--- src/rtl/wsfr_pkg.sv ---
// wsfr_pkg: shared types, codes and constants for the WebSocket frame receiver.
// No dependencies; imported by every module of the block.
`default_nettype none

package wsfr_pkg;

  // Result kinds
  typedef enum logic [1:0] {
    KIND_DATA  = 2'd0,
    KIND_TX    = 2'd1,
    KIND_EMPTY = 2'd2,
    KIND_DISC  = 2'd3
  } kind_e;

  // Disconnect reasons
  typedef enum logic [1:0] {
    RSN_PEER  = 2'd0,
    RSN_PROTO = 2'd1,
    RSN_BIG   = 2'd2,
    RSN_UNSUP = 2'd3
  } reason_e;

  // Opcodes
  localparam logic [3:0] OP_TEXT   = 4'h1;
  localparam logic [3:0] OP_BINARY = 4'h2;
  localparam logic [3:0] OP_CLOSE  = 4'h8;
  localparam logic [3:0] OP_PING   = 4'h9;
  localparam logic [3:0] OP_PONG   = 4'hA;

  localparam logic [3:0] HDR0_FIN_ONLY = 4'h8;   // FIN set, RSV clear
  localparam logic [6:0] LEN_EXT16     = 7'd126;
  localparam logic [6:0] LEN_SHORT_MAX = 7'd125;
  localparam logic [7:0] HDR_PONG      = 8'h8A;
  localparam logic [7:0] HDR_CLOSE     = 8'h88;

  localparam logic [15:0] MAX_PAYLOAD_RST = 16'd204;

  // Result queue geometry
  localparam int OQ_DEPTH = 4;
  localparam int OQ_PTR_W = $clog2(OQ_DEPTH);
  localparam int OQ_CNT_W = $clog2(OQ_DEPTH + 1);

  typedef struct packed {
    kind_e       kind;
    logic [7:0]  data;
    logic [3:0]  opcode;
    logic        frame_end;
    reason_e     reason;
    logic        run_last;
  } res_t;

  // Up to two results produced by one received byte
  typedef struct packed {
    logic [1:0] cnt;
    res_t       r0;
    res_t       r1;
  } push_t;

  function automatic res_t mk_res(input kind_e k, input logic [7:0] d,
                                  input logic [3:0] op, input logic fe,
                                  input reason_e rs);
    res_t r;
    r.kind      = k;
    r.data      = d;
    r.opcode    = op;
    r.frame_end = fe;
    r.reason    = rs;
    r.run_last  = 1'b0;
    return r;
  endfunction

  function automatic logic is_data_op(input logic [3:0] op);
    return (op == OP_TEXT) || (op == OP_BINARY);
  endfunction

endpackage

`default_nettype wire

--- src/rtl/wsfr_decode.sv ---
// wsfr_decode: frame header parser, unmasking and reply generation.
// Holds the frame state; one byte per cycle while in_fire_i is high. Depends on wsfr_pkg.
`default_nettype none

module wsfr_decode #(
  parameter int LENGTH_BITS = 16
) (
  input  wire                   clk_i,
  input  wire                   rst_ni,
  input  wire                   in_fire_i,
  input  wire  [7:0]            rx_byte_i,
  input  wire  [15:0]           max_payload_i,
  output wsfr_pkg::push_t       push_o
);
  import wsfr_pkg::*;

  typedef enum logic [3:0] {
    PH_HDR0, PH_HDR1, PH_EXTHI, PH_EXTLO,
    PH_MASK0, PH_MASK1, PH_MASK2, PH_MASK3, PH_PAYLOAD
  } phase_e;

  phase_e                 phase_q, phase_d;
  logic [3:0]             op_q, op_d;
  logic [LENGTH_BITS-1:0] len_q, len_d;
  logic [LENGTH_BITS-1:0] pos_q, pos_d;
  logic [7:0]             mask_q [4];
  logic [7:0]             mask_d [4];
  logic                   closed_q, closed_d;

  logic [LENGTH_BITS:0]   pos_p1;
  logic                   last;
  logic [15:0]            ext_v;
  logic [7:0]             pdata;
  logic [3:0]             hop;
  logic                   hop_ok;
  logic [6:0]             len7;
  logic [7:0]             close_len;
  res_t                   r0, r1;
  logic [1:0]             n;

  assign pos_p1 = {1'b0, pos_q} + {{LENGTH_BITS{1'b0}}, 1'b1};
  assign last   = pos_p1 >= {1'b0, len_q};
  assign ext_v  = {len_q[7:0], rx_byte_i};
  assign pdata  = rx_byte_i ^ mask_q[pos_q[1:0]];
  assign hop    = rx_byte_i[3:0];
  assign hop_ok = is_data_op(hop) || (hop == OP_CLOSE) || (hop == OP_PING) ||
                  (hop == OP_PONG);
  assign len7   = rx_byte_i[6:0];
  assign close_len = (len7 >= 7'd2) ? 8'd2 : 8'd0;

  always_comb begin
    phase_d  = phase_q;
    op_d     = op_q;
    len_d    = len_q;
    pos_d    = pos_q;
    mask_d   = mask_q;
    closed_d = closed_q;
    r0       = '0;
    r1       = '0;
    n        = 2'd0;

    if (!closed_q) begin
      unique case (phase_q)
        PH_HDR0: begin
          if (rx_byte_i[7:4] != HDR0_FIN_ONLY || !hop_ok) begin
            r0 = mk_res(KIND_DISC, 8'd0, 4'd0, 1'b0, RSN_UNSUP);
            n = 2'd1;
            closed_d = 1'b1;
          end else begin
            op_d    = hop;
            phase_d = PH_HDR1;
          end
        end
        PH_HDR1: begin
          if (!rx_byte_i[7]) begin
            r0 = mk_res(KIND_DISC, 8'd0, 4'd0, 1'b0, RSN_PROTO);
            n = 2'd1;
            closed_d = 1'b1;
            phase_d = PH_HDR0;
          end else if (len7 > LEN_EXT16) begin
            r0 = mk_res(KIND_DISC, 8'd0, 4'd0, 1'b0, RSN_BIG);
            n = 2'd1;
            closed_d = 1'b1;
            phase_d = PH_HDR0;
          end else if (len7 == LEN_EXT16) begin
            if (op_q[3]) begin
              // extended length on a control frame
              r0 = mk_res(KIND_DISC, 8'd0, 4'd0, 1'b0, RSN_PROTO);
              n = 2'd1;
              closed_d = 1'b1;
              phase_d = PH_HDR0;
            end else begin
              phase_d = PH_EXTHI;
            end
          end else begin
            len_d   = {{(LENGTH_BITS-7){1'b0}}, len7};
            mask_d  = '{default: 8'd0};
            phase_d = PH_MASK0;
            if (op_q == OP_PING) begin
              r0 = mk_res(KIND_TX, HDR_PONG, 4'd0, 1'b0, RSN_PEER);
              r1 = mk_res(KIND_TX, {1'b0, len7}, 4'd0, len7 == 7'd0, RSN_PEER);
              n = 2'd2;
            end else if (op_q == OP_CLOSE) begin
              r0 = mk_res(KIND_TX, HDR_CLOSE, 4'd0, 1'b0, RSN_PEER);
              r1 = mk_res(KIND_TX, close_len, 4'd0, close_len == 8'd0, RSN_PEER);
              n = 2'd2;
            end
          end
        end
        PH_EXTHI: begin
          len_d   = {{(LENGTH_BITS-8){1'b0}}, rx_byte_i};
          phase_d = PH_EXTLO;
        end
        PH_EXTLO: begin
          if (ext_v > max_payload_i || (ext_v >> LENGTH_BITS) != 16'd0) begin
            r0 = mk_res(KIND_DISC, 8'd0, 4'd0, 1'b0, RSN_BIG);
            n = 2'd1;
            closed_d = 1'b1;
            phase_d = PH_HDR0;
          end else begin
            len_d   = ext_v[LENGTH_BITS-1:0];
            mask_d  = '{default: 8'd0};
            phase_d = PH_MASK0;
          end
        end
        PH_MASK0: begin
          mask_d[0] = rx_byte_i;
          phase_d   = PH_MASK1;
        end
        PH_MASK1: begin
          mask_d[1] = rx_byte_i;
          phase_d   = PH_MASK2;
        end
        PH_MASK2: begin
          mask_d[2] = rx_byte_i;
          phase_d   = PH_MASK3;
        end
        PH_MASK3: begin
          mask_d[3] = rx_byte_i;
          if (len_q != '0) begin
            pos_d   = '0;
            phase_d = PH_PAYLOAD;
          end else begin
            phase_d = PH_HDR0;
            if (is_data_op(op_q)) begin
              r0 = mk_res(KIND_EMPTY, 8'd0, op_q, 1'b1, RSN_PEER);
              n = 2'd1;
            end else if (op_q == OP_CLOSE) begin
              r0 = mk_res(KIND_DISC, 8'd0, 4'd0, 1'b0, RSN_PEER);
              n = 2'd1;
              closed_d = 1'b1;
            end
          end
        end
        PH_PAYLOAD: begin
          if (is_data_op(op_q)) begin
            r0 = mk_res(KIND_DATA, pdata, op_q, last, RSN_PEER);
            n = 2'd1;
          end else if (op_q == OP_PING) begin
            r0 = mk_res(KIND_TX, pdata, 4'd0, last, RSN_PEER);
            n = 2'd1;
          end else if (op_q == OP_CLOSE) begin
            // echo only the 2-byte status code
            if (pos_q < LENGTH_BITS'(2) && len_q >= LENGTH_BITS'(2)) begin
              r0 = mk_res(KIND_TX, pdata, 4'd0, pos_q == LENGTH_BITS'(1), RSN_PEER);
              n = 2'd1;
            end
            if (last) begin
              if (n == 2'd1) begin
                r1 = mk_res(KIND_DISC, 8'd0, 4'd0, 1'b0, RSN_PEER);
                n = 2'd2;
              end else begin
                r0 = mk_res(KIND_DISC, 8'd0, 4'd0, 1'b0, RSN_PEER);
                n = 2'd1;
              end
              closed_d = 1'b1;
            end
          end
          pos_d = pos_p1[LENGTH_BITS-1:0];
          if (last) begin
            pos_d   = '0;
            phase_d = PH_HDR0;
          end
        end
        default: phase_d = PH_HDR0;
      endcase
    end

    if (n == 2'd1) r0.run_last = 1'b1;
    if (n == 2'd2) r1.run_last = 1'b1;

    push_o.cnt = in_fire_i ? n : 2'd0;
    push_o.r0  = r0;
    push_o.r1  = r1;
  end

  always_ff @(posedge clk_i or negedge rst_ni) begin
    if (!rst_ni) begin
      phase_q  <= PH_HDR0;
      op_q     <= '0;
      len_q    <= '0;
      pos_q    <= '0;
      mask_q   <= '{default: 8'd0};
      closed_q <= 1'b0;
    end else if (in_fire_i) begin
      phase_q  <= phase_d;
      op_q     <= op_d;
      len_q    <= len_d;
      pos_q    <= pos_d;
      mask_q   <= mask_d;
      closed_q <= closed_d;
    end
  end

endmodule

`default_nettype wire

--- src/rtl/wsfr_outq.sv ---
// wsfr_outq: small result queue between the decoder and the output channel.
// Takes up to two results per cycle, hands out one per beat. Depends on wsfr_pkg.
`default_nettype none

module wsfr_outq (
  input  wire                   clk_i,
  input  wire                   rst_ni,
  input  wire wsfr_pkg::push_t  push_i,
  input  wire                   out_stall_i,
  output logic                  out_valid_o,
  output wsfr_pkg::res_t        head_o,
  output logic                  busy_o
);
  import wsfr_pkg::*;

  res_t                ent_q [OQ_DEPTH];
  logic [OQ_PTR_W-1:0] wr_q, rd_q;
  logic [OQ_CNT_W-1:0] cnt_q;
  logic                pop;
  logic [OQ_PTR_W-1:0] wr_p1;

  assign out_valid_o = cnt_q != '0;
  assign head_o      = ent_q[rd_q];
  assign pop         = out_valid_o && !out_stall_i;
  assign wr_p1       = wr_q + OQ_PTR_W'(1);
  // room must remain for the worst case of two results from one byte
  assign busy_o      = cnt_q > OQ_CNT_W'(OQ_DEPTH - 2);

  always_ff @(posedge clk_i) begin
    if (push_i.cnt != 2'd0) ent_q[wr_q] <= push_i.r0;
    if (push_i.cnt == 2'd2) ent_q[wr_p1] <= push_i.r1;
  end

  always_ff @(posedge clk_i or negedge rst_ni) begin
    if (!rst_ni) begin
      wr_q  <= '0;
      rd_q  <= '0;
      cnt_q <= '0;
    end else begin
      wr_q  <= wr_q + OQ_PTR_W'(push_i.cnt);
      if (pop) rd_q <= rd_q + OQ_PTR_W'(1);
      cnt_q <= cnt_q + OQ_CNT_W'(push_i.cnt) - OQ_CNT_W'(pop);
    end
  end

endmodule

`default_nettype wire

--- src/rtl/websocket_frame_receiver_core.sv ---
// websocket_frame_receiver_core: top level of the client-to-server frame receiver.
// Instantiates wsfr_decode and wsfr_outq; depends on wsfr_pkg.
//
//   channel | direction | handshake           | payload
//   --------+-----------+---------------------+---------------------------------------
//   in      | input     | in_valid_i/in_stall_o   | rx_byte_i
//   out     | output    | out_valid_o/out_stall_i | kind_o data_byte_o frame_opcode_o
//           |           |                     | frame_end_o end_reason_o run_last_o
//   cfg     | input     | cfg_valid_i/cfg_ready_o | cfg_data_i (max_payload)
//
// One received byte per cycle. Frame state updates on the accepting edge and
// its results land in a 4-entry result queue, first visible the next cycle.
// Bytes that make two results (pong/close header, close status end) cost one
// extra output beat; the queue depth sets how far the input runs ahead.
// Reset: link open, header expected, max_payload = 204, queue empty.
// An output stall holds the head beat; input stalls once the queue can no
// longer take two more results. cfg_ready_o is always high.
`default_nettype none

module websocket_frame_receiver_core #(
  parameter int LENGTH_BITS = 16
) (
  input  wire         clk_i,
  input  wire         rst_ni,
  // byte input
  input  wire         in_valid_i,
  output logic        in_stall_o,
  input  wire  [7:0]  rx_byte_i,
  // result output
  output logic        out_valid_o,
  input  wire         out_stall_i,
  output logic [1:0]  kind_o,
  output logic [7:0]  data_byte_o,
  output logic [3:0]  frame_opcode_o,
  output logic        frame_end_o,
  output logic [1:0]  end_reason_o,
  output logic        run_last_o,
  // max_payload register write
  input  wire         cfg_valid_i,
  output logic        cfg_ready_o,
  input  wire  [15:0] cfg_data_i
);
  import wsfr_pkg::*;

  logic        in_fire;
  logic        busy;
  logic [15:0] max_payload_q;
  push_t       push;
  res_t        head;

  assign cfg_ready_o = 1'b1;
  assign in_stall_o  = busy;
  assign in_fire     = in_valid_i && !busy;

  always_ff @(posedge clk_i or negedge rst_ni) begin
    if (!rst_ni) begin
      max_payload_q <= MAX_PAYLOAD_RST;
    end else if (cfg_valid_i && cfg_ready_o) begin
      max_payload_q <= cfg_data_i;
    end
  end

  wsfr_decode #(
    .LENGTH_BITS (LENGTH_BITS)
  ) u_decode (
    .clk_i         (clk_i),
    .rst_ni        (rst_ni),
    .in_fire_i     (in_fire),
    .rx_byte_i     (rx_byte_i),
    .max_payload_i (max_payload_q),
    .push_o        (push)
  );

  wsfr_outq u_outq (
    .clk_i       (clk_i),
    .rst_ni      (rst_ni),
    .push_i      (push),
    .out_stall_i (out_stall_i),
    .out_valid_o (out_valid_o),
    .head_o      (head),
    .busy_o      (busy)
  );

  assign kind_o         = head.kind;
  assign data_byte_o    = head.data;
  assign frame_opcode_o = head.opcode;
  assign frame_end_o    = head.frame_end;
  assign end_reason_o   = head.reason;
  assign run_last_o     = head.run_last;

endmodule

`default_nettype wire

--- config.mk ---
export PLATFORM = sky130hd
export DESIGN_NAME = websocket_frame_receiver_core
export DESIGN_NICKNAME = d
export VERILOG_FILES = /design/src/rtl/wsfr_pkg.sv /design/src/rtl/wsfr_decode.sv /design/src/rtl/wsfr_outq.sv /design/src/rtl/websocket_frame_receiver_core.sv
export SDC_FILE = /design/constraint.sdc
export NUM_CORES = 1
export LEC_CHECK = 0
export BUFFER_PORTS_ARGS = -buffer_cell sky130_fd_sc_hd__buf_2
export CORE_UTILIZATION = 56
export CTS_CLUSTER_SIZE = 24
export DETAILED_ROUTE_END_ITERATION = 8
export HOLD_SLACK_MARGIN = 0.02
export PLACE_DENSITY = 0.77
export SLEW_MARGIN = 20
export SYNTH_ARGS = -nofsm -noshare
export SYNTH_HDL_FRONTEND = slang
export SYNTH_HIERARCHICAL = 1
export SYNTH_SLANG_ARGS = --single-unit
export TNS_END_PERCENT = 50
--- constraint.sdc ---
create_clock -name clk_i -period 4.41 [get_ports clk_i]
set_input_delay 0.882 -clock clk_i [delete_from_list [all_inputs] [get_ports clk_i]]
set_output_delay 0.882 -clock clk_i [all_outputs]
set_load 0.02 [all_outputs]
# After elaboration in Yosys (flattened, before gate mapping)
# Memories as Yosys holds them, arrays and structs flattened.
# Index checks and enable logic that the tools add are counted.
# word_totals
out_inout_bits	21
wordCells	201
n_memories	1
in_bits	29
ram_bits	72
reg_bits	96
# op_classes
n_reduce_logical	32
order_cmp	8
eq_ne	31
n_mux	106
add_sub_neg	6
n_bitwise	4
# memory_table
name	words	word_bits	read_ports	rd_clocked_by_memory_dff	write_ports	line	text
u_outq.ent_q	4	18	1	0	2	wsfr_outq.sv:16	res_t ent_q [OQ_DEPTH];
# ops
op	count
$mux W18	26
$mux W32	4
$mux W16	6
$pmux W8 S3	4
$pmux W18 S5	1
$mux W17	3
$pmux W16 S3	1
$mux W2	21
$pmux W18 S2	1
$pmux W4 S9	1
$reduce_and A7 Y1	5
$pmux W16 S2	1
$mux W1	25
$eq A4 B4 Y1 const B	6
$mux W4	5
$reduce_bool A3 Y1	6
$add A16 B1 Y17 const B	1
$ge A17 B16 Y1	1
$bmux W8 S2	1
$eq A16 B1 Y1 const B	1
$eq A4 B2 Y1 const B	4
$eq A4 B3 Y1 const B	4
$ge A16 B2 Y1 const B	1
$gt A16 B16 Y1	1
32 further kinds	57

# Logic depth before layout (Yosys ltp)
# Gate-level depths: netlist of the first run.
# logic_depth
ltp_word	20
depth_mapped	24
ltp_nobuf	23

# Modules after synthesis
# Netlist of the first run, hierarchy kept.
# by_module_without_submodules
mod	instances	area_each_um2	cells_each	seq_area_each_um2
wsfr_decode	1	5317.6	581	1826.8
wsfr_outq	1	3902.5	215	2337.2
websocket_frame_receiver_core	1	671.9	37	405.4

# Worst setup path after synthesis of the first run
# No wires, ideal clock.
# synth_timing
path_type	register -> register
startpoint	register u_decode.pos_q[7]
endpoint	memory u_outq/ent_q[3][0] (netlist bit), enable pin
path_buffers	1
required_ns	4.015
synth_period_minus_slack_ns	4.728
arrival_ns	4.334
stages_incl_launch_ff	23
setup_ns	0.395
path_slack_ns	-0.318
cell_sequence	dfrtp_1 -> buf_2 -> nand3_1 -> nor2_1 -> nand3_1 -> nor2_1 -> nand4_1 -> xnor2_1 -> ha_1 -> nand3_2 -> nor3_4 -> o311ai_2 -> o2111ai_4 -> inv_1 -> ha_1 -> nor2_1 -> nor2_1 -> o21ai_0 -> a31oi_1 -> and2_1 -> and2b_1 -> a21oi_1 -> nor2b_1
# synth_lines
item	line	text
start: declaration	wsfr_decode.sv:25	logic [LENGTH_BITS-1:0] pos_q, pos_d;
start signal: assignment	wsfr_decode.sv:209	pos_q <= pos_d;
end: declaration	wsfr_outq.sv:16	

==> flow_metrics.env, run 1 <==
export IMPL_outcome="finished clean"
export IMPL_ys_ff_latch=168
export IMPL_syn_inst=833
export IMPL_area_growth_pct=15.68
export IMPL_rrSetupSlack_ns=0.11
export IMPL_drt_pass1_iterations=5
export IMPL_worst_r2r_cell_count=23
export IMPL_holdPathEnd="u_outq/cnt_q[2]"
export IMPL_viasPerCell=5.945
export IMPL_drt_iter0_drc=529
export IMPL_layout_drive_gt1_share=0.3439
export IMPL_drc_errors=0
export IMPL_synthTopCellsByArea="dfrtp_1 23%, edfxtp_1 22%, mux2_2 9.1%"
export IMPL_crit_start="u_decode/pos_q[1]"
export IMPL_clk_pin_slew_worst_paths_ns=0.07
export IMPL_combPwrFrac=0.207
export IMPL_finalSetupViolCount=0
export IMPL_track_usage=0.2524
export IMPL_synth_main_ff_cell="dfrtp_1"
export IMPL_cpMostUsedCell="nor2_1"
export IMPL_p_seq_frac=0.446
export IMPL_clock_path_buffers=2
export IMPL_ant_nets=0
export IMPL_min_period_ns=4.302
export IMPL_worstHoldPathCells=1
export IMPL_fin_area_um2=11440
export IMPL_synth_top_area_share=0.2327
export IMPL_cts_hold_buffers=0
export IMPL_grt_pass1_vias=6780
export IMPL_finalHoldViolations=0
export IMPL_synth_seq_area_share=0.4619
export IMPL_slew_viol_final=0
export IMPL_placed_area_um2=10510
export IMPL_dpl_hpwl_um=14230
export IMPL_drv_cap=0
export IMPL_wire_per_inst_um=19.36
export IMPL_clkPwrFrac=0.348
export IMPL_fmax_mhz=232.4
export IMPL_die_w_um=134.9
export IMPL_p_sw_frac=0.3033
export IMPL_num_vias=6801
export IMPL_cp_start_kind="flip-flop"
export IMPL_worstPathMaxFanout=5
export IMPL_whs_ns=0.5046
export IMPL_crit_required_ns=4.60
export IMPL_ys_top_cells_by_count="92 x dfrtp_1, 80 x mux2_2, 72 x edfxtp_1"
export IMPL_crit_family="simple AND/OR/NAND/NOR gates"
export IMPL_power_internal_uw=2895
export IMPL_crit_chain="ha_4 > nand3_4 > inv_2 > and3_4 > xor2_2 > ha_1 > a21oi_2 > nor2_1 > a211oi_2 > buf_4 > o2111ai_4 > inv_2 > ha_4 > nor2_1 > nor2_1 > o21ai_1 > a31oi_2 > and2_4 > nand2b_4 > nor3_4 > buf_6 > clkbuf_16 > mux2_2"
export IMPL_clk_latency_ns=0.44
export IMPL_diodes=0
export IMPL_pin_count=50
export IMPL_cts_root_buf="clkbuf_16"
export IMPL_synth_edf_count=72
export IMPL_cp_arrival_ns=4.49
export IMPL_cp_end_kind="flip-flop"
export IMPL_max_stage_delay_ns=0.45
export IMPL_ys_types=74
export IMPL_netlist_area_um2=9892
export IMPL_multiInputGateArea_um2=5014
export IMPL_fin_util=0.6616
export IMPL_antenna_found_initial=0
export IMPL_maxSlewHeadroom=0.3102
export IMPL_register_area_um2=4573
export IMPL_crit_path_top_delay_cell="dfrtp_2"
export IMPL_nFillCells=1209
export IMPL_grt_overflow=0
export IMPL_grt_max_degree=74
export IMPL_die_h_um=134.9
export IMPL_worstHoldPathType="flip-flop to flip-flop"
export IMPL_avgSynthCellArea_um2=11.88
export IMPL_htree_levels=4
export IMPL_core_area_um2=17300
export IMPL_yosysMostFrequentCell="dfrtp_1"
export IMPL_initial_utilization=0.5719
export IMPL_cts_tree="built"
export IMPL_placementRows=48
export IMPL_yosysWarnings=6
export IMPL_dieArea_um2=18200
export IMPL_netlist_top_cell_by_area="dfrtp_1"
export IMPL_clock_sinks=168
export IMPL_final_nets=978
export IMPL_powerDensity_nw_per_um2=363.1
export IMPL_p_switching_uw=1260
export IMPL_tightest_slew_ns=1.009
export IMPL_ir_worst_vdd_v=0.0002917
export IMPL_rr_startpoint="u_decode/pos_q[1]"
export IMPL_ys_async_sr_fraction=0.5714
export IMPL_power_leakage_uw=0.004994
export IMPL_finalCritPeriodShare=0.9756
export IMPL_place_gp_congestion=0.8798
export IMPL_grt_pass1_wl_um=35290
export IMPL_critPathKind="flip-flop to flip-flop"
export IMPL_finalClockSkew_ns=0.01341
export IMPL_wirelength_um=22140
export IMPL_path_buf_inv=5
export IMPL_r2r_end="u_outq/ent_q[1][12]"
export IMPL_port_buffers=48
export IMPL_cts_made_buffers=17
export IMPL_hold_start="u_outq/cnt_q[2]"
-- worst register-to-register path, cell delays in order (launching register included) --
cell	delay, ns
dfrtp_2	0.45
ha_4	0.20
nand3_4	0.12
inv_2	0.06
and3_4	0.18
xor2_2	0.18
ha_1	0.35
a21oi_2	0.17
nor2_1	0.07
a211oi_2	0.14
buf_4	0.15
o2111ai_4	0.12
inv_2	0.11
ha_4	0.20
nor2_1	0.08
nor2_1	0.05
o21ai_1	0.18
a31oi_2	0.13
and2_4	0.19
nand2b_4	0.18
nor3_4	0.13
buf_6	0.16
clkbuf_16	0.15
mux2_2	0.33
-- worst max-delay path by stage --
stage,slack [ns],endpoint,cells past startpoint
floorplan,-0.13,u_outq/ent_q[1][10],23
global placement,0.08,u_outq/ent_q[1][13],21
detailed placement,-0.001,u_outq/ent_q[1][5],21
CTS,0.009,u_outq/ent_q[1][15],24
global route,-0.08,u_outq/ent_q[1][11],22
finish,0.11,u_outq/ent_q[1][12],23
-- final cells by class --
type / count / share of cell area
clock inverter: 14 / 0.01236
multi-input combinational: 563 / 0.4381
sequential: 168 / 0.3996
clock buffer: 17 / 0.03717
tap: 225 / 0.02460
inverter: 56 / 0.01837
timing repair buffer: 101 / 0.06976
-- metal layers --
| metal | GRT usage | wire, um | vias up |
|---|---|---|---|
| met2 | 0.4081 | 10830 | 234 |
| li1 | - | - | 3173 |
| met1 | 0.3508 | 9751 | 3363 |
| met5 | 0 | 0 | - |
| met3 | 0.03829 | 1184 | 31 |
| met4 | 0.08052 | 381 | 0 |
-- power by group through the flow --
stage               Sequential [uW]  Combinational (uW)  Clock (uW)
floorplan                      1790                 698           0
global placement               1880                 832           0
detailed placement             1880                 853           0
CTS                            1850                 854        1460
global route                   1870                 941        1520
finish                         1850                 858        1450
-- through the flow --
| step | setup TNS (ns) | worst slack [ns] | std cells | total power (uW) |
|---|---|---|---|---|
| floorplan | -2.739 | -0.1308 | 841 | 2491 |
| global placement | 0 | 0.07708 | 1100 | 2709 |
| detailed placement | -0.0009770 | -0.0009770 | 1100 | 2735 |
| CTS | 0 | 0.009012 | 1134 | 4165 |
| global route | -1.038 | -0.07780 | 1144 | 4331 |
| finish | 0 | 0.1078 | 1144 | 4155 |
-- logic make-up (layout without fill, tap and decap cells) --
kind of cell | after synthesis | after routing | synth area share
AOI/OAI and AO/OA | 123 | 123 | 0.08639
xor gates and xnor gates | 29 | 29 | 0.02568
adders and majority gates | 42 | 42 | 0.05388
buffers and inverters | 110 | 188 | 0.05540
DFF | 168 | 168 | 0.4619
muxes | 135 | 135 | 0.1892
other | 2 | 10 | 0.0007592
and+or+nand+nor | 224 | 224 | 0.1267
-- layout by cell type, fill, tap and decap left out, types with 5 or more instances in the layout --
cell type	n
buf_12	9
a21o_1	5
buf_4	41
mux2_2	80
nor2b_1	9
mux2_4	19
ha_1	39
o21ai_0	14
nor4_1	8
and2_1	9
nand3b_1	7
nand3_1	10
a22o_1	31
nor2_2	5
clkbuf_16	18
buf_2	47
inv_1	54
nor2_1	33
dfrtp_1	89
mux2i_1	10
nand2b_1	9
xor2_1	12
nor3b_1	6
edfxtp_1	72
nor3_4	5
a21oi_1	28
nand2_1	61
nand4_1	8
o21ai_1	15
xnor2_1	13
conb_1	10
mux4_2	26
nor3_1	12
a31oi_1	6
inv_8	5
-- repair_timing --
item / 4_1_cts / 5_1_grt
pin swaps: 4 / 14
buffers inserted: 2 / 9
resized for setup: 11 / 35
endpoints found under the setup margin: 48 / 138
gates cloned: 1 / 1
-- state kept, by name, summed over array words and instances, names as in the netlist --
register / flops
u_decode/pos_q: 16
u_outq/cnt_q: 3
u_decode/phase_q: 4
u_decode/closed_q: 1
max_payload_q: 16
u_decode/len_q: 16
u_decode/op_q: 4
u_decode/mask_q: 32
u_outq/rd_q: 2
u_outq/ent_q: 72
u_outq/wr_q: 2
Power figures use the tool's default switching activity.
==> run 2, diff against run 1 <==
--- a/config.mk
+++ b/config.mk
@@ -7,10 +7,12 @@
 export LEC_CHECK = 0
 export BUFFER_PORTS_ARGS = -buffer_cell sky130_fd_sc_hd__buf_2
 export CORE_UTILIZATION = 56
+export CTS_CLUSTER_DIAMETER = 150
 export CTS_CLUSTER_SIZE = 24
 export DETAILED_ROUTE_END_ITERATION = 8
 export HOLD_SLACK_MARGIN = 0.02
 export PLACE_DENSITY = 0.77
+export REMOVE_ABC_BUFFERS = 1
 export SLEW_MARGIN = 20
 export SYNTH_ARGS = -nofsm -noshare
 export SYNTH_HDL_FRONTEND = slang
==> flow_metrics.env, run 2 (same netlist as run 1, synthesis figures left out) <==
export IMPL_outcome="finished clean"
export IMPL_p_sw_frac=0.3082
export IMPL_placementRows=48
export IMPL_final_nets=982
export IMPL_grt_pass1_vias=6716
export IMPL_slew_viol_final=0
export IMPL_placed_area_um2=10450
export IMPL_rr_startpoint="u_decode/pos_q[5]"
export IMPL_fin_area_um2=11430
export IMPL_clk_latency_ns=0.44
export IMPL_finalSetupViolCount=0
export IMPL_clock_sinks=168
export IMPL_tightest_slew_ns=0.9833
export IMPL_num_vias=6759
export IMPL_die_h_um=134.9
export IMPL_combPwrFrac=0.205
export IMPL_port_buffers=48
export IMPL_antenna_found_initial=0
export IMPL_fin_total_pwr_uw=4207
export IMPL_worstHoldPathCells=1
export IMPL_grt_pass1_wl_um=35000
export IMPL_cts_tree="built"
export IMPL_powerDensity_nw_per_um2=368.1
export IMPL_cts_root_buf="clkbuf_16"
export IMPL_power_internal_uw=2911
export IMPL_hold_start="u_outq/cnt_q[2]"
export IMPL_min_period_ns=4.376
export IMPL_cts_made_buffers=17
export IMPL_worstHoldPathType="flip-flop to flip-flop"
export IMPL_dieArea_um2=18200
export IMPL_p_seq_frac=0.442
export IMPL_pin_count=50
export IMPL_finalCritPeriodShare=0.9923
export IMPL_regMostFlops="u_outq/ent_q"
export IMPL_drt_iter0_drc=522
export IMPL_clkPwrFrac=0.354
export IMPL_layout_drive_gt1_share=0.3398
export IMPL_critPathKind="flip-flop to flip-flop"
export IMPL_nFillCells=1288
export IMPL_ir_worst_vdd_v=0.0003752
export IMPL_worst_r2r_cell_count=22
export IMPL_drv_cap=0
export IMPL_rsz0062_at_grt="true"
export IMPL_largest_reg_flops=72
export IMPL_wirelength_um=22020
export IMPL_power_leakage_uw=0.004999
export IMPL_clk_pin_slew_worst_paths_ns=0.07
export IMPL_cp_start_kind="flip-flop"
export IMPL_r2r_end="u_outq/ent_q[0][11]"
export IMPL_drt_pass1_iterations=4
export IMPL_finalHoldViolations=0
export IMPL_holdPathEnd="u_outq/cnt_q[2]"
export IMPL_pre_cts_slack_ns=-0.04337
export IMPL_final_cell_mix="91 x dfrtp_1, 72 x edfxtp_1, 71 x mux2_2"
export IMPL_p_switching_uw=1296
export IMPL_worstPathMaxFanout=9
export IMPL_maxSlewHeadroom=0.3275
export IMPL_crit_required_ns=4.60
export IMPL_drc_errors=0
export IMPL_wire_per_inst_um=19.16
export IMPL_dpl_hpwl_um=14350
export IMPL_mostFrequentLayoutCell="dfrtp_1"
export IMPL_core_area_um2=17300
export IMPL_finalClockSkew_ns=0.008066
export IMPL_reg_top3="u_outq/ent_q: 72 flops, u_decode/mask_q: 32 flops"
export IMPL_ant_nets=0
export IMPL_clock_path_buffers=2
export IMPL_diodes=0
export IMPL_place_gp_congestion=0.8538
export IMPL_viasPerCell=5.883
export IMPL_cts_hold_buffers=0
export IMPL_fin_ws_ns=0.03377
export IMPL_rrSetupSlack_ns=0.03
export IMPL_die_w_um=134.9
export IMPL_grt_overflow=0
export IMPL_grt_max_degree=75
export IMPL_htree_levels=4
export IMPL_track_usage=0.2494
export IMPL_initial_utilization=0.5719
export IMPL_cp_end_kind="flip-flop"
export IMPL_fmax_mhz=228.5
export IMPL_area_growth_pct=15.55
export IMPL_cp_arrival_ns=4.56
[run 2: cell count changes in the layout (fill, tap and decap cells not counted), moves of 3 or more]
| cell | change |
|---|---|
| mux2_2 | -9 |
| mux2_4 | +9 |
| buf_6 | +5 |
| buf_12 | -3 |
| inv_6 | +3 |
| nand3_2 | +3 |
[run 2: power by group through the flow]
stage | combinational, uW | sequential (uW) | clock (uW)
after floorplan | 569 | 1870 | 0
after global placement | 817 | 1880 | 0
after detailed placement | 845 | 1890 | 0
after CTS | 850 | 1850 | 1500
after global routing | 948 | 1870 | 1570
final | 861 | 1860 | 1490
[run 2: area by class of cell]
type / instances / area (um2) / area share
multi-input combinational: 563 / 4977 / 0.4355
clock inverter: 15 / 155.1 / 0.01357
timing repair buffer: 105 / 809.5 / 0.07083
sequential: 168 / 4571 / 0.3999
tap: 225 / 281.5 / 0.02463
clock buffer: 17 / 425.4 / 0.03722
inverter: 56 / 210.2 / 0.01839
[run 2: worst max-delay path by stage]
stage	start	to
after floorplan	u_decode/pos_q[0]	u_outq/ent_q[3][0]
after detailed placement	u_decode/pos_q[7]	u_outq/ent_q[1][4]
after global placement	u_decode/pos_q[7]	u_outq/ent_q[1][13]
after CTS	u_decode/pos_q[10]	u_outq/ent_q[1][1]
after global routing	u_decode/pos_q[5]	u_outq/ent_q[0][11]
final	u_decode/pos_q[5]	u_outq/ent_q[0][11]
[run 2: repair_timing]
action	in CTS	in global routing
endpoints found under the setup margin	49	105
cloned	1	4
buffers inserted	2	15
resized for setup	7	45
pin swaps	2	20
[run 2: metrics by stage]
stage	instances	hold WS, ns	utilization	setup TNS (ns)
final	1149	0.5007	0.6608	0
after global routing	1149	0.5127	0.6608	-7.617
after CTS	1130	0.5067	0.6419	0
after detailed placement	1095	0.4859	0.6040	-0.5457
after global placement	1095	0.4827	0.6040	0
after floorplan	787	0.4676	-	-53.62
[run 2: metal layers]
layer  up-vias  routed length [um]  GRT usage
met5         -                   0          0
met1      3348                9800     0.3312
met2       191               10990     0.4192
met4         0                 363    0.07553
met3        29                 860    0.04204
li1       3191                   -          -
[run 2: worst max-delay path, stage by stage, from the launching register on]
cell,delay (ns)
dfrtp_1,0.38
nand3_2,0.13
nor2_2,0.14
nand3_2,0.12
nor2_2,0.13
nand4_1,0.17
xnor2_2,0.20
ha_1,0.33
nand3_2,0.12
nor3_4,0.25
a22oi_2,0.14
o2111ai_4,0.14
inv_2,0.08
ha_4,0.27
nor2_2,0.03
nor2_1,0.11
o21ai_1,0.07
a31oi_1,0.23
and2_4,0.20
and2b_2,0.25
nand3_4,0.14
buf_12,0.17
mux2_2,0.35
